`config.mk`:
```
export PLATFORM = sky130hd
export DESIGN_NAME = dcf_queue
export DESIGN_NICKNAME = d
export VERILOG_FILES = /design/src/sv/decimating_complex_fir_unit_macros.svh /design/src/sv/dcf_pkg.sv /design/src/sv/dcf_queue.sv
export SDC_FILE = /design/constraint.sdc
export NUM_CORES = 1
export LEC_CHECK = 0
export BUFFER_PORTS_ARGS = -buffer_cell sky130_fd_sc_hd__buf_2
export CORE_MARGIN = 2
export CORE_UTILIZATION = 47
export DETAILED_ROUTE_END_ITERATION = 10
export GPL_TIMING_DRIVEN = 0
export HOLD_SLACK_MARGIN = 0.08
export PLACE_DENSITY = 0.84
export SLEW_MARGIN = 20
export SYNTH_ARGS = -nofsm -noshare
export SYNTH_HDL_FRONTEND = slang
export SYNTH_SLANG_ARGS = --single-unit
```
`constraint.sdc`:
```
create_clock -name clk -period 3.1 [get_ports clk]
set_clock_uncertainty 0.1 [all_clocks]
set_input_delay 0.465 -clock clk [delete_from_list [all_inputs] [get_ports clk]]
set_output_delay 0.465 -clock clk [all_outputs]
set_load 0.01 [all_outputs]
```
`src/sv/decimating_complex_fir_unit_macros.svh`:
```
// ----------------------------------------------------------------------------
// Assertion macros for the decimating complex FIR unit
// Shorthand for clocked, reset-qualified concurrent checks.
// ----------------------------------------------------------------------------
`ifndef DECIMATING_COMPLEX_FIR_UNIT_MACROS_SVH
`define DECIMATING_COMPLEX_FIR_UNIT_MACROS_SVH

// same-cycle implication
`define DCF_ASSERT_NOW(label, ante, cons, msg) \
    label: assert property (@(posedge clk) disable iff (!rst_n) (ante) |-> (cons)) \
        else $error(msg);

// next-cycle implication
`define DCF_ASSERT_NEXT(label, ante, cons, msg) \
    label: assert property (@(posedge clk) disable iff (!rst_n) (ante) |=> (cons)) \
        else $error(msg);

`endif

```
`src/sv/dcf_pkg.sv`:
```
// ----------------------------------------------------------------------------
// dcf_pkg
// Shared types and constants of the decimating complex FIR unit.
// ----------------------------------------------------------------------------
package dcf_pkg;

    localparam int SMP_W     = 16;
    localparam int ADDR_MAX_W = 8;   // holds any tap index up to 256 taps
    localparam int CNT_MAX_W  = 9;   // holds a tap count up to 256
    localparam int CFG_IDX_W  = 2;
    localparam int CFG_DAT_W  = 6;

    localparam logic [CFG_IDX_W-1:0] REG_DECIMATION = 2'd0;
    localparam logic [CFG_IDX_W-1:0] REG_TAP_COUNT  = 2'd1;
    localparam logic [CFG_IDX_W-1:0] REG_SAVE_MODE  = 2'd2;

    // command from front to back
    typedef struct packed {
        logic                  coef_wr;
        logic [SMP_W-1:0]      re;
        logic [SMP_W-1:0]      im;
        logic [ADDR_MAX_W-1:0] addr;
        logic                  produce;
        logic                  clear;
        logic [CNT_MAX_W-1:0]  taps;
    } cmd_t;

    typedef enum logic [1:0] {
        BK_IDLE,
        BK_MAC,
        BK_DRAIN,
        BK_EMIT
    } back_state_t;

endpackage

```
`src/sv/dcf_queue.sv`:
```
// ----------------------------------------------------------------------------
// dcf_queue
// Two-entry command queue between front and back.
// ----------------------------------------------------------------------------
module dcf_queue (
    input  logic          clk,
    input  logic          rst_n,
    input  logic          push,
    input  dcf_pkg::cmd_t push_cmd,
    input  logic          pop,
    output dcf_pkg::cmd_t head,
    output logic          full,
    output logic          empty
);
    import dcf_pkg::*;

    cmd_t       mem_reg [2];
    logic       wr_ptr_reg, wr_ptr_next;
    logic       rd_ptr_reg, rd_ptr_next;
    logic [1:0] cnt_reg, cnt_next;

    assign full  = (cnt_reg == 2'd2);
    assign empty = (cnt_reg == 2'd0);
    assign head  = mem_reg[rd_ptr_reg];

    always_comb
    begin
        wr_ptr_next = push ? ~wr_ptr_reg : wr_ptr_reg;
        rd_ptr_next = pop  ? ~rd_ptr_reg : rd_ptr_reg;
        cnt_next    = cnt_reg + {1'b0, push} - {1'b0, pop};
    end

    always_ff @(posedge clk or negedge rst_n)
    begin
        if (!rst_n)
        begin
            wr_ptr_reg <= 1'b0;
            rd_ptr_reg <= 1'b0;
            cnt_reg    <= 2'd0;
        end
        else
        begin
            wr_ptr_reg <= wr_ptr_next;
            rd_ptr_reg <= rd_ptr_next;
            cnt_reg    <= cnt_next;
        end
    end

    always_ff @(posedge clk)
    begin
        if (push)
            mem_reg[wr_ptr_reg] <= push_cmd;
    end
endmodule

```
Word level (Yosys, flattened, before mapping)

Memories as Yosys holds them, arrays and structs flattened.
Index checks and enable logic that the tools add are counted.

Bits in read-only memories: 0
Output and inout port bits: 54
Input port bits: 56
Bits in latches: 0
Logic and storage cells: 12
Register bits: 4
Memories kept: 1
RAM bits: 104

Memories:

| name    | depth | bits a word | read ports | clocked after memory_dff | wr ports | RTL line        | source |
|---|---|---|---|---|---|---|---|
| mem_reg | 2     | 52          | 1          | 0                        | 1        | dcf_queue.sv:17 | `cmd_t mem_reg [2];` |

$mul: 0
Div/mod/pow operators: 0
Order comparisons: 0
Muxes and demuxes: 2
Shift operators: 0
Reduce and logical (&&, ||, !) cells: 1
Bitwise operators: 2
Add/subtract/negate cells: 2
Equality and inequality tests: 1

Operators with widths:

| kind                                  | count |
|---|---|
| adder 2 x 1 -> 2 bit                  | 1 |
| == test 2 bit (second input constant) | 1 |
| zero test 2 bit                       | 1 |
| two-way mux 1 bit                     | 2 |
| inverter 1 bit                        | 2 |
| subtractor 2 x 1 -> 2 bit             | 1 |

Logic depth before layout (Yosys ltp)

Depth after elaboration: 2
Gate-level depth with buffers: 5
Gate-level depth less buffers: 5

Worst setup path after synthesis

OpenSTA, ideal clock, no wires.

Path type: input port to flip-flop
From: in push
To: mem mem_reg[0][0] in the netlist's numbering, enable pin
Stages: 1
Data required time: 2532 ps
Path slack: -235 ps
Data arrival time: 2767 ps
Path buffers: 0
Cells stage by stage: nor2b_1

Longest elaborated chain between the ends: 2

RTL lines:

| element                                 | RTL line        | source |
|---|---|---|
| start, declared                         | dcf_queue.sv:8  | `input logic push,` |
| two-way mux 1 bit                       | dcf_queue.sv:51 | `if (push)` |
| two-way mux 1 bit (not written as such) | dcf_queue.sv:52 | `mem_reg[wr_ptr_reg] <= push_cmd;` |
| end, declared                           | dcf_queue.sv:17 |  |

Every way passes these cells.

==> flow_summary.toml <==
[route]
detail-route-antenna-nets = 0
total_wirelength_of_the_detailed_routed_design_mm = 6.42
drt_iter0_markers = 48
detail_route.first_pass.iterations = 4
avgRoutedWirePerCell_um = 15.6
vias_per_cell = 4.82
vias_after_detailed_routing = 1979
post-route-drc-count = 0

[pwr]
max-vdd-ir-drop_v = 0.000469
p_total_mw = 4.46
leakage_nw = 2.10
power-per-cell-area_nw_per_um2 = 869

[worst_setup_path]
crit-reg2reg-launch = "wr_ptr_reg"
worstPathMaxFanout = 10
setup.worst_path.start = "rd_ptr_reg"
worst_r2r_endpoint = "mem_reg[1][38]"
start_kind = "register"
setup.worst_path.end_class = "output pin"
crit_type = "register to output pin"
cp.required_ps = 2530
cp.arrival_ps = 1500
worstRegToRegCells = 1
ff2ff_setup_slack_ps = 1540
worst_setup_path_endpoint = "head[25]"

[timing]
grt_setup_unrepaired = "false"
totalNegativeSetupSlack_ps = 0
max-slew-margin-rel_pct = 52.2
period_needed_ps = 2060
achievable-frequency_mhz = 485
drv_slew = 0
final_min_period_over_clock_period_pct = 66.5
timing.final.setup_violations = 0
layout_setup_ws_ps = 1040
worst_pin_slew_ps = 717
hold_viol_final = 0

[global_route]
global_route.overflow_total = 0
maximum_number_of_pins_on_one_net_before_global_route_repair = 53
grt_pass1_wl_mm = 9.93
grt_pass1_vias = 2018
antenna_violations_before_repair = 0
grt_util_all_layers_pct = 13.6

[clocking]
clkSinkCount = 108
clkLatencyLatePin_ps = 350
tritoncts = "yes"
cts_max_level = 3
cts.clk_slew.worst_paths_ps = 100
cts.root.buffer_cell = "sky130_fd_sc_hd__clkbuf_8"
cts_buffer_depth = 2
cts-buffers-inserted = 9

[placement]
gpl.final_weighted_congestion = 0.660
place_area_um2 = 4940
detailed_place_hpwl_mm = 4.38
port_buffers = 109
dp_worst_setup_slack_ps = 1340

[floorplan]
die_w_um = 98.5
core.rowCount = 34
initial_core_util_pct = 48.4
fp.dieH_um = 98.5
io_pins = 110
design.core.area_um2 = 8680
design.die.area_um2 = 9710

[final_layout]
max_ffs_per_register = 104
antenna_cells_inserted = 0
area.growth.synth_to_final_pct = 22.1
finalInstanceArea_um2 = 5130
drive_gt1_share_pct = 60.7
final_net_count = 358

[synth]
number_of_different_library_cells_in_the_post_synthesis_netlist = 13
ys_seq_elements = 108
synth-warning-count = 0
synthTopCellsByArea = "sky130_fd_sc_hd__edfxtp_1, sky130_fd_sc_hd__mux2_4, sky130_fd_sc_hd__buf_12, sky130_fd_sc_hd__dfrtp_1, sky130_fd_sc_hd__mux2_2"
syn_area_per_cell_um2 = 23.7
synth_top_area_cell = "sky130_fd_sc_hd__edfxtp_1"
synthCells = 177
netlist.area_leader.share_pct = 74.4
area_of_the_mapped_netlist_um2 = 4200
yosysSeqAreaShare_pct = 76.7
synth.net_count = 235

[status]
run_status = "complete, no violations"

[min_path]
hold_class = "input port to register"
timing.hold.worst.start = "push_cmd[2]"

[flow_run]
cap_violations = 0
## layout make-up
type / count / area (um^2)
well taps: 108 / 135
plain buffers: 6 / 111
clock inverters: 4 / 51.3
clock buffers: 10 / 128
fillers: 684 / 3550
multi-input cells: 61 / 868
flip-flops and latches: 108 / 3220
inverters: 2 / 7.51
repair buffers: 112 / 603
## worst min-delay path by stage
stage,endpoint,slack (ps),cells past startpoint
floorplan,cnt_reg[0],70,0
global placement,cnt_reg[0],170,1
detailed placement,cnt_reg[0],170,1
CTS,mem_reg[1][37],160,1
global route,mem_reg[0][37],170,1
finish,mem_reg[1][2],180,1
## per-stage QoR
step | util (%) | cells | hold slack [ps]
floorplan | - | 177 | 69.4
global placement | 56.3 | 394 | 171
detailed placement | 56.9 | 396 | 175
CTS | 59.1 | 411 | 165
global route | 59.1 | 411 | 169
finish | 59.1 | 411 | 183
## kinds of logic (layout without fill, tap and decap cells)
family,count (synthesis),in the layout,synth area share [%]
xor+xnor,3,3,0.983
buf+inv,8,134,2.83
simple gates,4,4,0.536
flops,108,108,76.7
fa+ha+maj,2,2,0.596
mux,52,52,18.3
## what timing repair did
| item | 4_1_cts | 5_1_grt |
|---|---|---|
| setup buffers | 0 | 0 |
| hold endpoints to repair | 4 | 0 |
| hold buffers | 1 | 0 |
| resized for setup | 0 | 0 |
## where the power goes
part	total (mW)	switching [mW]	leakage (nW)	internal, mW
registers	2.02	0.0809	1.02	1.94
clock network	0.795	0.429	0.0886	0.367
logic	1.64	0.736	0.988	0.907
total	4.46	1.25	2.10	3.21
## metal layers
layer	part of all wire [%]	GRT usage (%)
met1	39	15.5
met5	0	0
met4	1.6	6.95
met2	53	24.1
met3	6.2	2.98
## Yosys cell counts, drive strengths merged
master / count
inv: 2
xor2: 2
mux2: 52
buf: 6
xor3: 1
and2: 1
edfxtp: 104
nor2: 1
ha: 2
dfrtp: 4
nor2b: 2
## critical path: stages (launching register included)
cell                      delay [ps]
sky130_fd_sc_hd__dfrtp_1         350
sky130_fd_sc_hd__buf_6           180
sky130_fd_sc_hd__buf_12          170
sky130_fd_sc_hd__mux2_4          310
sky130_fd_sc_hd__buf_2           140
## layout by cell type (no fill, tap or decap), drive strengths merged
cell type / instances
buf: 117
edfxtp: 104
mux2: 52
clkbuf: 10
dfrtp: 4
inv: 3
xor2: 2
ha: 2
nor2b: 2
xor3: 1
nor2: 1
and2: 1
clkinv: 1
clkinvlp: 1
bufinv: 1
dlygate4sd3: 1
No activity file was read; power rests on OpenSTA's default activity.
