$ cat src/sv/decimating_complex_fir_unit_macros.svh
// ----------------------------------------------------------------------------
// Assertion macros for the decimating complex FIR unit
// Shorthand for clocked, reset-qualified concurrent checks.
// ----------------------------------------------------------------------------
`ifndef DECIMATING_COMPLEX_FIR_UNIT_MACROS_SVH
`define DECIMATING_COMPLEX_FIR_UNIT_MACROS_SVH

// same-cycle implication
`define DCF_ASSERT_NOW(label, ante, cons, msg) \
    label: assert property (@(posedge clk) disable iff (!rst_n) (ante) |-> (cons)) \
        else $error(msg);

// next-cycle implication
`define DCF_ASSERT_NEXT(label, ante, cons, msg) \
    label: assert property (@(posedge clk) disable iff (!rst_n) (ante) |=> (cons)) \
        else $error(msg);

`endif

$ cat src/sv/dcf_pkg.sv
// ----------------------------------------------------------------------------
// dcf_pkg
// Shared types and constants of the decimating complex FIR unit.
// ----------------------------------------------------------------------------
package dcf_pkg;

    localparam int SMP_W     = 16;
    localparam int ADDR_MAX_W = 8;   // holds any tap index up to 256 taps
    localparam int CNT_MAX_W  = 9;   // holds a tap count up to 256
    localparam int CFG_IDX_W  = 2;
    localparam int CFG_DAT_W  = 6;

    localparam logic [CFG_IDX_W-1:0] REG_DECIMATION = 2'd0;
    localparam logic [CFG_IDX_W-1:0] REG_TAP_COUNT  = 2'd1;
    localparam logic [CFG_IDX_W-1:0] REG_SAVE_MODE  = 2'd2;

    // command from front to back
    typedef struct packed {
        logic                  coef_wr;
        logic [SMP_W-1:0]      re;
        logic [SMP_W-1:0]      im;
        logic [ADDR_MAX_W-1:0] addr;
        logic                  produce;
        logic                  clear;
        logic [CNT_MAX_W-1:0]  taps;
    } cmd_t;

    typedef enum logic [1:0] {
        BK_IDLE,
        BK_MAC,
        BK_DRAIN,
        BK_EMIT
    } back_state_t;

endpackage

$ cat src/sv/dcf_ifs.sv
// ----------------------------------------------------------------------------
// dcf channel interfaces
// Valid/ready channels for input items and filter results.
// ----------------------------------------------------------------------------
interface dcf_in_if;
    logic               valid;
    logic               ready;
    logic               action;
    logic signed [15:0] sample_re;
    logic signed [15:0] sample_im;
    logic               block_end;
    logic        [4:0]  coef_index;
    logic signed [15:0] coef_re;
    logic signed [15:0] coef_im;

    modport source (output valid, action, sample_re, sample_im, block_end,
                    coef_index, coef_re, coef_im, input ready);
    modport sink   (input valid, action, sample_re, sample_im, block_end,
                    coef_index, coef_re, coef_im, output ready);
endinterface


$ cat src/sv/dcf_front.sv
// ----------------------------------------------------------------------------
// dcf_front
// Takes input items, tracks phase and write pointer, issues commands.
// ----------------------------------------------------------------------------
module dcf_front #(
    parameter int TAPS           = 32,
    parameter int MAX_DECIMATION = 16
) (
    input  logic          clk,
    input  logic          rst_n,
    dcf_in_if.sink        din,
    input  logic [4:0]    decimation,
    input  logic [5:0]    tap_count,
    input  logic          save_mode,
    input  logic          q_full,
    output logic          push,
    output dcf_pkg::cmd_t push_cmd
);
    import dcf_pkg::*;

    localparam int WP_W = (TAPS > 1) ? $clog2(TAPS) : 1;
    localparam int PH_W = (MAX_DECIMATION > 1) ? $clog2(MAX_DECIMATION) : 1;

    logic [WP_W-1:0]      wp_reg, wp_next;
    logic [PH_W-1:0]      phase_reg, phase_next;
    logic                 accept;
    logic [CNT_MAX_W-1:0] d_eff, m_eff;
    logic                 produce, clear, coef_ok;

    assign din.ready = !q_full;
    assign accept    = din.valid && din.ready;

    always_comb
    begin
        d_eff = {4'd0, decimation};
        if (decimation == 5'd0)
            d_eff = CNT_MAX_W'(1);
        else if (d_eff > CNT_MAX_W'(MAX_DECIMATION))
            d_eff = CNT_MAX_W'(MAX_DECIMATION);
        m_eff = {3'd0, tap_count};
        if (tap_count == 6'd0)
            m_eff = CNT_MAX_W'(1);
        else if (m_eff > CNT_MAX_W'(TAPS))
            m_eff = CNT_MAX_W'(TAPS);
    end

    assign produce = (phase_reg == '0);
    assign clear   = din.block_end && !save_mode;
    assign coef_ok = (int'(din.coef_index) < TAPS);

    always_comb
    begin
        push_cmd         = '0;
        push_cmd.coef_wr = din.action;
        push_cmd.taps    = m_eff;
        if (din.action)
        begin
            push_cmd.re   = din.coef_re;
            push_cmd.im   = din.coef_im;
            push_cmd.addr = ADDR_MAX_W'(din.coef_index);
        end
        else
        begin
            push_cmd.re      = din.sample_re;
            push_cmd.im      = din.sample_im;
            push_cmd.addr    = ADDR_MAX_W'(wp_reg);
            push_cmd.produce = produce;
            push_cmd.clear   = clear;
        end
        // out-of-range coefficient writes are dropped here
        push = accept && (!din.action || coef_ok);
    end

    always_comb
    begin
        wp_next    = wp_reg;
        phase_next = phase_reg;
        if (accept && !din.action)
        begin
            wp_next    = (int'(wp_reg) == TAPS - 1) ? '0 : wp_reg + WP_W'(1);
            phase_next = produce ? PH_W'(d_eff - CNT_MAX_W'(1)) : phase_reg - PH_W'(1);
            if (clear)
            begin
                wp_next    = '0;
                phase_next = '0;
            end
        end
    end

    always_ff @(posedge clk or negedge rst_n)
    begin
        if (!rst_n)
        begin
            wp_reg    <= '0;
            phase_reg <= '0;
        end
        else
        begin
            wp_reg    <= wp_next;
            phase_reg <= phase_next;
        end
    end
endmodule

$ cat src/flat_wrapper.sv
// flat-port wrapper written by rule: the top's interface ports become plain ports
module dcf_front_flat import dcf_pkg::*;
#(
    parameter int TAPS           = 32,
    parameter int MAX_DECIMATION = 16
)
  (clk, rst_n, decimation, tap_count, save_mode, q_full, push, push_cmd, din_valid, din_action, din_sample_re, din_sample_im, din_block_end, din_coef_index, din_coef_re, din_coef_im, din_ready);
  dcf_in_if din_i ();
  input  logic clk;
  input  logic rst_n;
  input  logic [4:0] decimation;
  input  logic [5:0] tap_count;
  input  logic save_mode;
  input  logic q_full;
  output logic push;
  output dcf_pkg::cmd_t push_cmd;
  input wire logic [$bits(din_i.valid)-1:0] din_valid;
  input wire logic [$bits(din_i.action)-1:0] din_action;
  input wire logic [$bits(din_i.sample_re)-1:0] din_sample_re;
  input wire logic [$bits(din_i.sample_im)-1:0] din_sample_im;
  input wire logic [$bits(din_i.block_end)-1:0] din_block_end;
  input wire logic [$bits(din_i.coef_index)-1:0] din_coef_index;
  input wire logic [$bits(din_i.coef_re)-1:0] din_coef_re;
  input wire logic [$bits(din_i.coef_im)-1:0] din_coef_im;
  output wire logic [$bits(din_i.ready)-1:0] din_ready;
  assign din_i.valid = din_valid;
  assign din_i.action = din_action;
  assign din_i.sample_re = din_sample_re;
  assign din_i.sample_im = din_sample_im;
  assign din_i.block_end = din_block_end;
  assign din_i.coef_index = din_coef_index;
  assign din_i.coef_re = din_coef_re;
  assign din_i.coef_im = din_coef_im;
  assign din_ready = din_i.ready;
  dcf_front #(.TAPS(TAPS), .MAX_DECIMATION(MAX_DECIMATION)) u_core (.clk(clk), .rst_n(rst_n), .din(din_i), .decimation(decimation), .tap_count(tap_count), .save_mode(save_mode), .q_full(q_full), .push(push), .push_cmd(push_cmd));
endmodule
$ cat config.mk
export PLATFORM = sky130hd
export DESIGN_NAME = dcf_front_flat
export DESIGN_NICKNAME = d
export VERILOG_FILES = /design/src/sv/decimating_complex_fir_unit_macros.svh /design/src/sv/dcf_pkg.sv /design/src/sv/dcf_ifs.sv /design/src/sv/dcf_front.sv /design/src/flat_wrapper.sv
export SDC_FILE = /design/constraint.sdc
export NUM_CORES = 1
export LEC_CHECK = 0
export BUFFER_PORTS_ARGS = -buffer_cell sky130_fd_sc_hd__buf_2
export CAP_MARGIN = 20
export CELL_PAD_IN_SITES_DETAIL_PLACEMENT = 1
export CELL_PAD_IN_SITES_GLOBAL_PLACEMENT = 2
export CORE_MARGIN = 1.5
export CORE_UTILIZATION = 16
export CTS_CLUSTER_SIZE = 25
export DETAILED_ROUTE_END_ITERATION = 6
export PLACE_DENSITY = 0.86
export SETUP_SLACK_MARGIN = 0.5
export SKIP_CTS_REPAIR_TIMING = 1
export SLEW_MARGIN = 20
export SYNTH_ARGS = -nofsm -noshare
export SYNTH_HDL_FRONTEND = slang
export SYNTH_SLANG_ARGS = --single-unit
$ cat constraint.sdc
create_clock -name clk -period 2.56 [get_ports clk]
set_input_delay 0.384 -clock clk [delete_from_list [all_inputs] [get_ports clk]]
set_output_delay 0.384 -clock clk [all_outputs]
set_load 0.01 [all_outputs]
## Yosys cells after proc, flatten, opt, wreduce, memory -nomap -nowiden

Index checks and enable logic that the tools add are counted.

| cells by class | value |
|---|---|
| $add $sub $neg | 3 |
| magnitude comparators | 2 |
| equality and inequality tests | 1 |
| multiplexer cells | 10 |
| reduce and logical (&&, ||, !) cells | 9 |

Operator list:

| operator | number |
|---|---|
| 40-bit two-way mux | 1 |
| 4-bit two-way mux | 4 |
| 5-bit two-way mux | 2 |
| 9-bit two-way mux | 1 |
| 4-bit by 1-bit subtractor with 4-bit output (second input constant) | 2 |
| 6-bit greater-than comparator (second input constant) | 1 |
| 6-bit zero test | 1 |
| 6-bit two-way mux | 1 |
| 5-bit by 1-bit adder with 5-bit output (second input constant) | 1 |
| 5-bit by 1-bit equality test with 1-bit output (second input constant) | 1 |
| 5-bit greater-than comparator (second input constant) | 1 |
| 5-bit zero test | 1 |
| 4-bit zero test | 1 |
| 1-bit logical AND | 3 |
| 1-bit zero test | 3 |
| 2-bit two-way mux | 1 |

| storage, ports and cells | value |
|---|---|
| register bits | 9 |
| input bits | 87 |
| output and inout bits | 54 |

## Longest topological paths before layout

| depth | value |
|---|---|
| word-level depth | 6 |
| gate-level depth with buffers | 7 |
| mapped depth without buffers | 7 |

## Least setup slack after synthesis

OpenSTA, ideal clock, no wires.

| path | value |
|---|---|
| path kind | flip-flop to flip-flop |
| from | register u_core.phase_reg[1] |
| to | register u_core.phase_reg[2] |
| data arrival time | 1.622 ns |
| data required time | 2.439 ns |
| path slack | 0.817 ns |
| stages on the path, launching flop included | 8 |
| buffers on the path | 0 |
| clock period less this slack | 1.743 ns |
| path through | dfrtp_1 > or4_4 > nor2_2 > a21oi_1 > ha_1 > nand2b_1 > mux2i_1 > a22o_1 |

| between the ends | value |
|---|---|
| cells in the longest elaborated chain, start to end | 3 |
| elaborated cells between the ends (all ways) | 4 |

Ends and longest elaborated chain:

| element | line | source |
|---|---|---|
| start: declaration | dcf_front.sv:25 | `logic [PH_W-1:0] phase_reg, phase_next;` |
| start signal: assignment | dcf_front.sv:100 | `phase_reg <= phase_next;` |
| 4-bit by 1-bit subtractor with 4-bit output / 4-bit zero test (equally long branches) | dcf_front.sv:81, dcf_front.sv:47 |  |
| 4-bit two-way mux (*) | dcf_front.sv:81 | `phase_next = produce ? PH_W'(d_eff - CNT_MAX_W'(1)) : phase_reg - PH_W'(1);` |
| 4-bit two-way mux (*) | dcf_front.sv:82 | `if (clear)` |

Mark *: on every way between the ends. The rest lies on a longest branch, timed or not.
A chain may end at the register's enable or synchronous reset.

## Worst setup path after layout

| path | value |
|---|---|
| from | register u_core.phase_reg[0] |
| to | register u_core.phase_reg[2] |

The elaborated chain is that of the path after synthesis.

==> flow_summary.yaml <==
outcome:
  status: "finished with violations"
  violations: "design-rule violations"
cts:
  path_clk_slew_ns: 0.04
  cts_sinks: 9
  htree_levels: 1
  root_buffer: "clkbuf_8"
  clk_latency_ns: 0.23
  clock_path_buffers: 2
  cts_tree: "yes"
  cts_buffers: 3
timing:
  finalSetupViolations: 0
  hold_viol_final: 0
  slew_headroom_pct: 54.2
  hold_ws_ns: 0.00134
  setup_ws_ns: 0.714
  fin_setup_tns_ns: 0
  rsz0062_at_grt: "false"
  fin_crit_sh_pct: 72.1
  finalCriticalPeriod_ns: 1.85
  tightestPinTransition_ns: 0.686
  skew_ns: 0.000360
  fmax_mhz: 542
  slew_violations: 0
floorplan:
  ios: 141
  start_util_pct: 16.9
  die_w_um: 85.7
  die-area_um2: 7340
  die_h_um: 85.7
  core-area_um2: 6460
  row_count: 29
synthesis:
  yosys.area.top_type: "mux2_2"
  synth_seq_area_share_pct: 20.6
  yosysMostFrequentCell: "mux2_2"
  synth_cells: 118
  avgSynthCellArea_um2: 9.27
  synth_top_area_share_pct: 39.1
  yosys-top-cells-count: "mux2_2, nor2_1, dfrtp_1"
  ys.flop_type: "dfrtp_1"
  ys_types: 34
  ys_seq_elements: 9
  mappedNetlistArea_um2: 1090
  synth_edf_count: 0
  ys_top_cells_by_area: "mux2_2, dfrtp_1, buf_4, ha_1, nor2_1"
  async_flop_share_pct: 100
  ys_warn_count: 0
global_routing:
  grt_overflow: 0
  grt_pass1_wl_um: 6220
  grt_usage_pct: 10.5
  grt_max_degree: 18
  antenna_found_initial: 0
  grt_pass1_vias: 1444
placed_design:
  dp_hpwl_um: 3580
  placement.io_buffers: 134
  place_ws_ns: 0.702
  gp_congestion: 0.686
power_and_ir_drop:
  peakVddDrop_mv: 0.0874
  power_per_cell_area_nw_per_um2: 448
  p_leak_nw: 1.01
  power.total_mw: 0.832
route:
  vias: 1426
  vias_per_cell: 4.37
  drt_pre_antenna_iters: 6
  routed_wl_um: 4070
  drc_errors: 11
  ant_nets: 0
  wl_per_cell_um: 12.5
  drtIter0Drc: 41
worst_setup_path:
  cp-start-kind: "flop"
  cp_max_fo: 6
  arrival_ns: 1.96
  crit_required_ns: 2.68
  crit_type: "reg -> reg"
  end_kind: "flop"
layout:
  syn_to_final_growth_pct: 69.8
  drive_gt1_share_pct: 73.1
  fill_cells: 822
  antennaDiodeCount: 0
  largest_reg_flops: 5
  fin_nets: 340
job:
  cap_violations: 0
hold_path:
  hold_path_class: "in -> async"
## path summary, 6_finish.rpt
| kind | start | endpoint | slack (ns) | cells after the start |
|---|---|---|---|---|
| max | u_core.phase_reg[0] | u_core.phase_reg[2] | 0.71 | 7 |
| min | rst_n | u_core.phase_reg[2] | 0.001 | 1 |
| max reg2reg | u_core.phase_reg[0] | u_core.phase_reg[2] | 0.71 | 7 |
| min reg2reg | u_core.wp_reg[3] | u_core.wp_reg[3] | 0.48 | 1 |
| max in group asynchronous | rst_n | u_core.wp_reg[0] | 2.38 | 1 |
| min in group clk | u_core.wp_reg[3] | u_core.wp_reg[3] | 0.48 | 1 |
## cells by family (layout without fill, tap and decap cells)
family | count (synthesis) | count (layout) | share of synthesized area [%]
other | 1 | 6 | 0.343
AO/OA/AOI/OAI | 16 | 16 | 10.3
flip-flops | 9 | 9 | 20.6
buffers and inverters | 15 | 141 | 7.89
AND/OR/NAND/NOR | 35 | 35 | 17.4
multiplexers | 39 | 39 | 40.0
adder cells (fa/ha/maj) | 3 | 3 | 3.43
## stage by stage
step           cells  util, %  area (um^2)
4_1_cts          326     28.7         1860
2_1_floorplan    123        -         1110
3_3_place_gp     322     28.1         1810
6_report         326     28.7         1860
5_1_grt          326     28.7         1860
3_5_place_dp     322     28.1         1810
## metal layers
metal | vias to the layer above | track usage, % | share of wire (%)
li1 | 678 | - | -
met1 | 630 | 11.7 | 37
met2 | 113 | 20.3 | 49
met3 | 5 | 1.25 | 13
met4 | 0 | 3.96 | 1.5
met5 | - | 0 | 0
## layout by cell type, fill, tap and decap left out
| cell type | n |
|---|---|
| buf_2 | 134 |
| mux2_2 | 38 |
| nor2_1 | 10 |
| dfrtp_1 | 9 |
| nor2b_1 | 6 |
| conb_1 | 6 |
| nand2_1 | 4 |
| nor3_1 | 3 |
| a22o_1 | 3 |
| o21ai_0 | 3 |
| o21ai_1 | 3 |
| ha_1 | 3 |
| clkbuf_8 | 3 |
| a21oi_1 | 2 |
| nand2b_1 | 2 |
| buf_4 | 2 |
| nor4_1 | 1 |
| a31oi_1 | 1 |
| and3_1 | 1 |
| or2_2 | 1 |
| or4_4 | 1 |
| nor2_2 | 1 |
| inv_1 | 1 |
| or3b_1 | 1 |
| nor3_2 | 1 |
| nand3_1 | 1 |
| mux2i_1 | 1 |
| o21bai_1 | 1 |
| o31ai_1 | 1 |
| nand4_1 | 1 |
| a311oi_1 | 1 |
| or3_1 | 1 |
| o41ai_2 | 1 |
| clkbuf_1 | 1 |
## critical path, stage by stage, from the launching register on
cell      delay (ns)
dfrtp_1         0.43
or4_4           0.56
nor2_2          0.09
a21oi_1         0.09
ha_1            0.22
nand2b_1        0.08
mux2i_1         0.07
a22o_1          0.20
## layout make-up
| cell class | instances | area [um^2] | area share (%) |
|---|---|---|---|
| clock buffers | 4 | 45.0 | 2.43 |
| inverters | 1 | 3.75 | 0.202 |
| well taps | 77 | 96.3 | 5.19 |
| repair buffers | 136 | 686 | 36.9 |
| multi-input cells | 99 | 801 | 43.1 |
| flip-flops and latches | 9 | 225 | 12.1 |
## report_power, final
| group | total (mW) | switching, mW | internal (mW) |
|---|---|---|---|
| combinational | 0.416 | 0.188 | 0.228 |
| clock | 0.163 | 0.0548 | 0.108 |
| sequential | 0.253 | 0.0662 | 0.187 |
| total | 0.832 | 0.309 | 0.523 |
(Power assumes the default switching activity.)
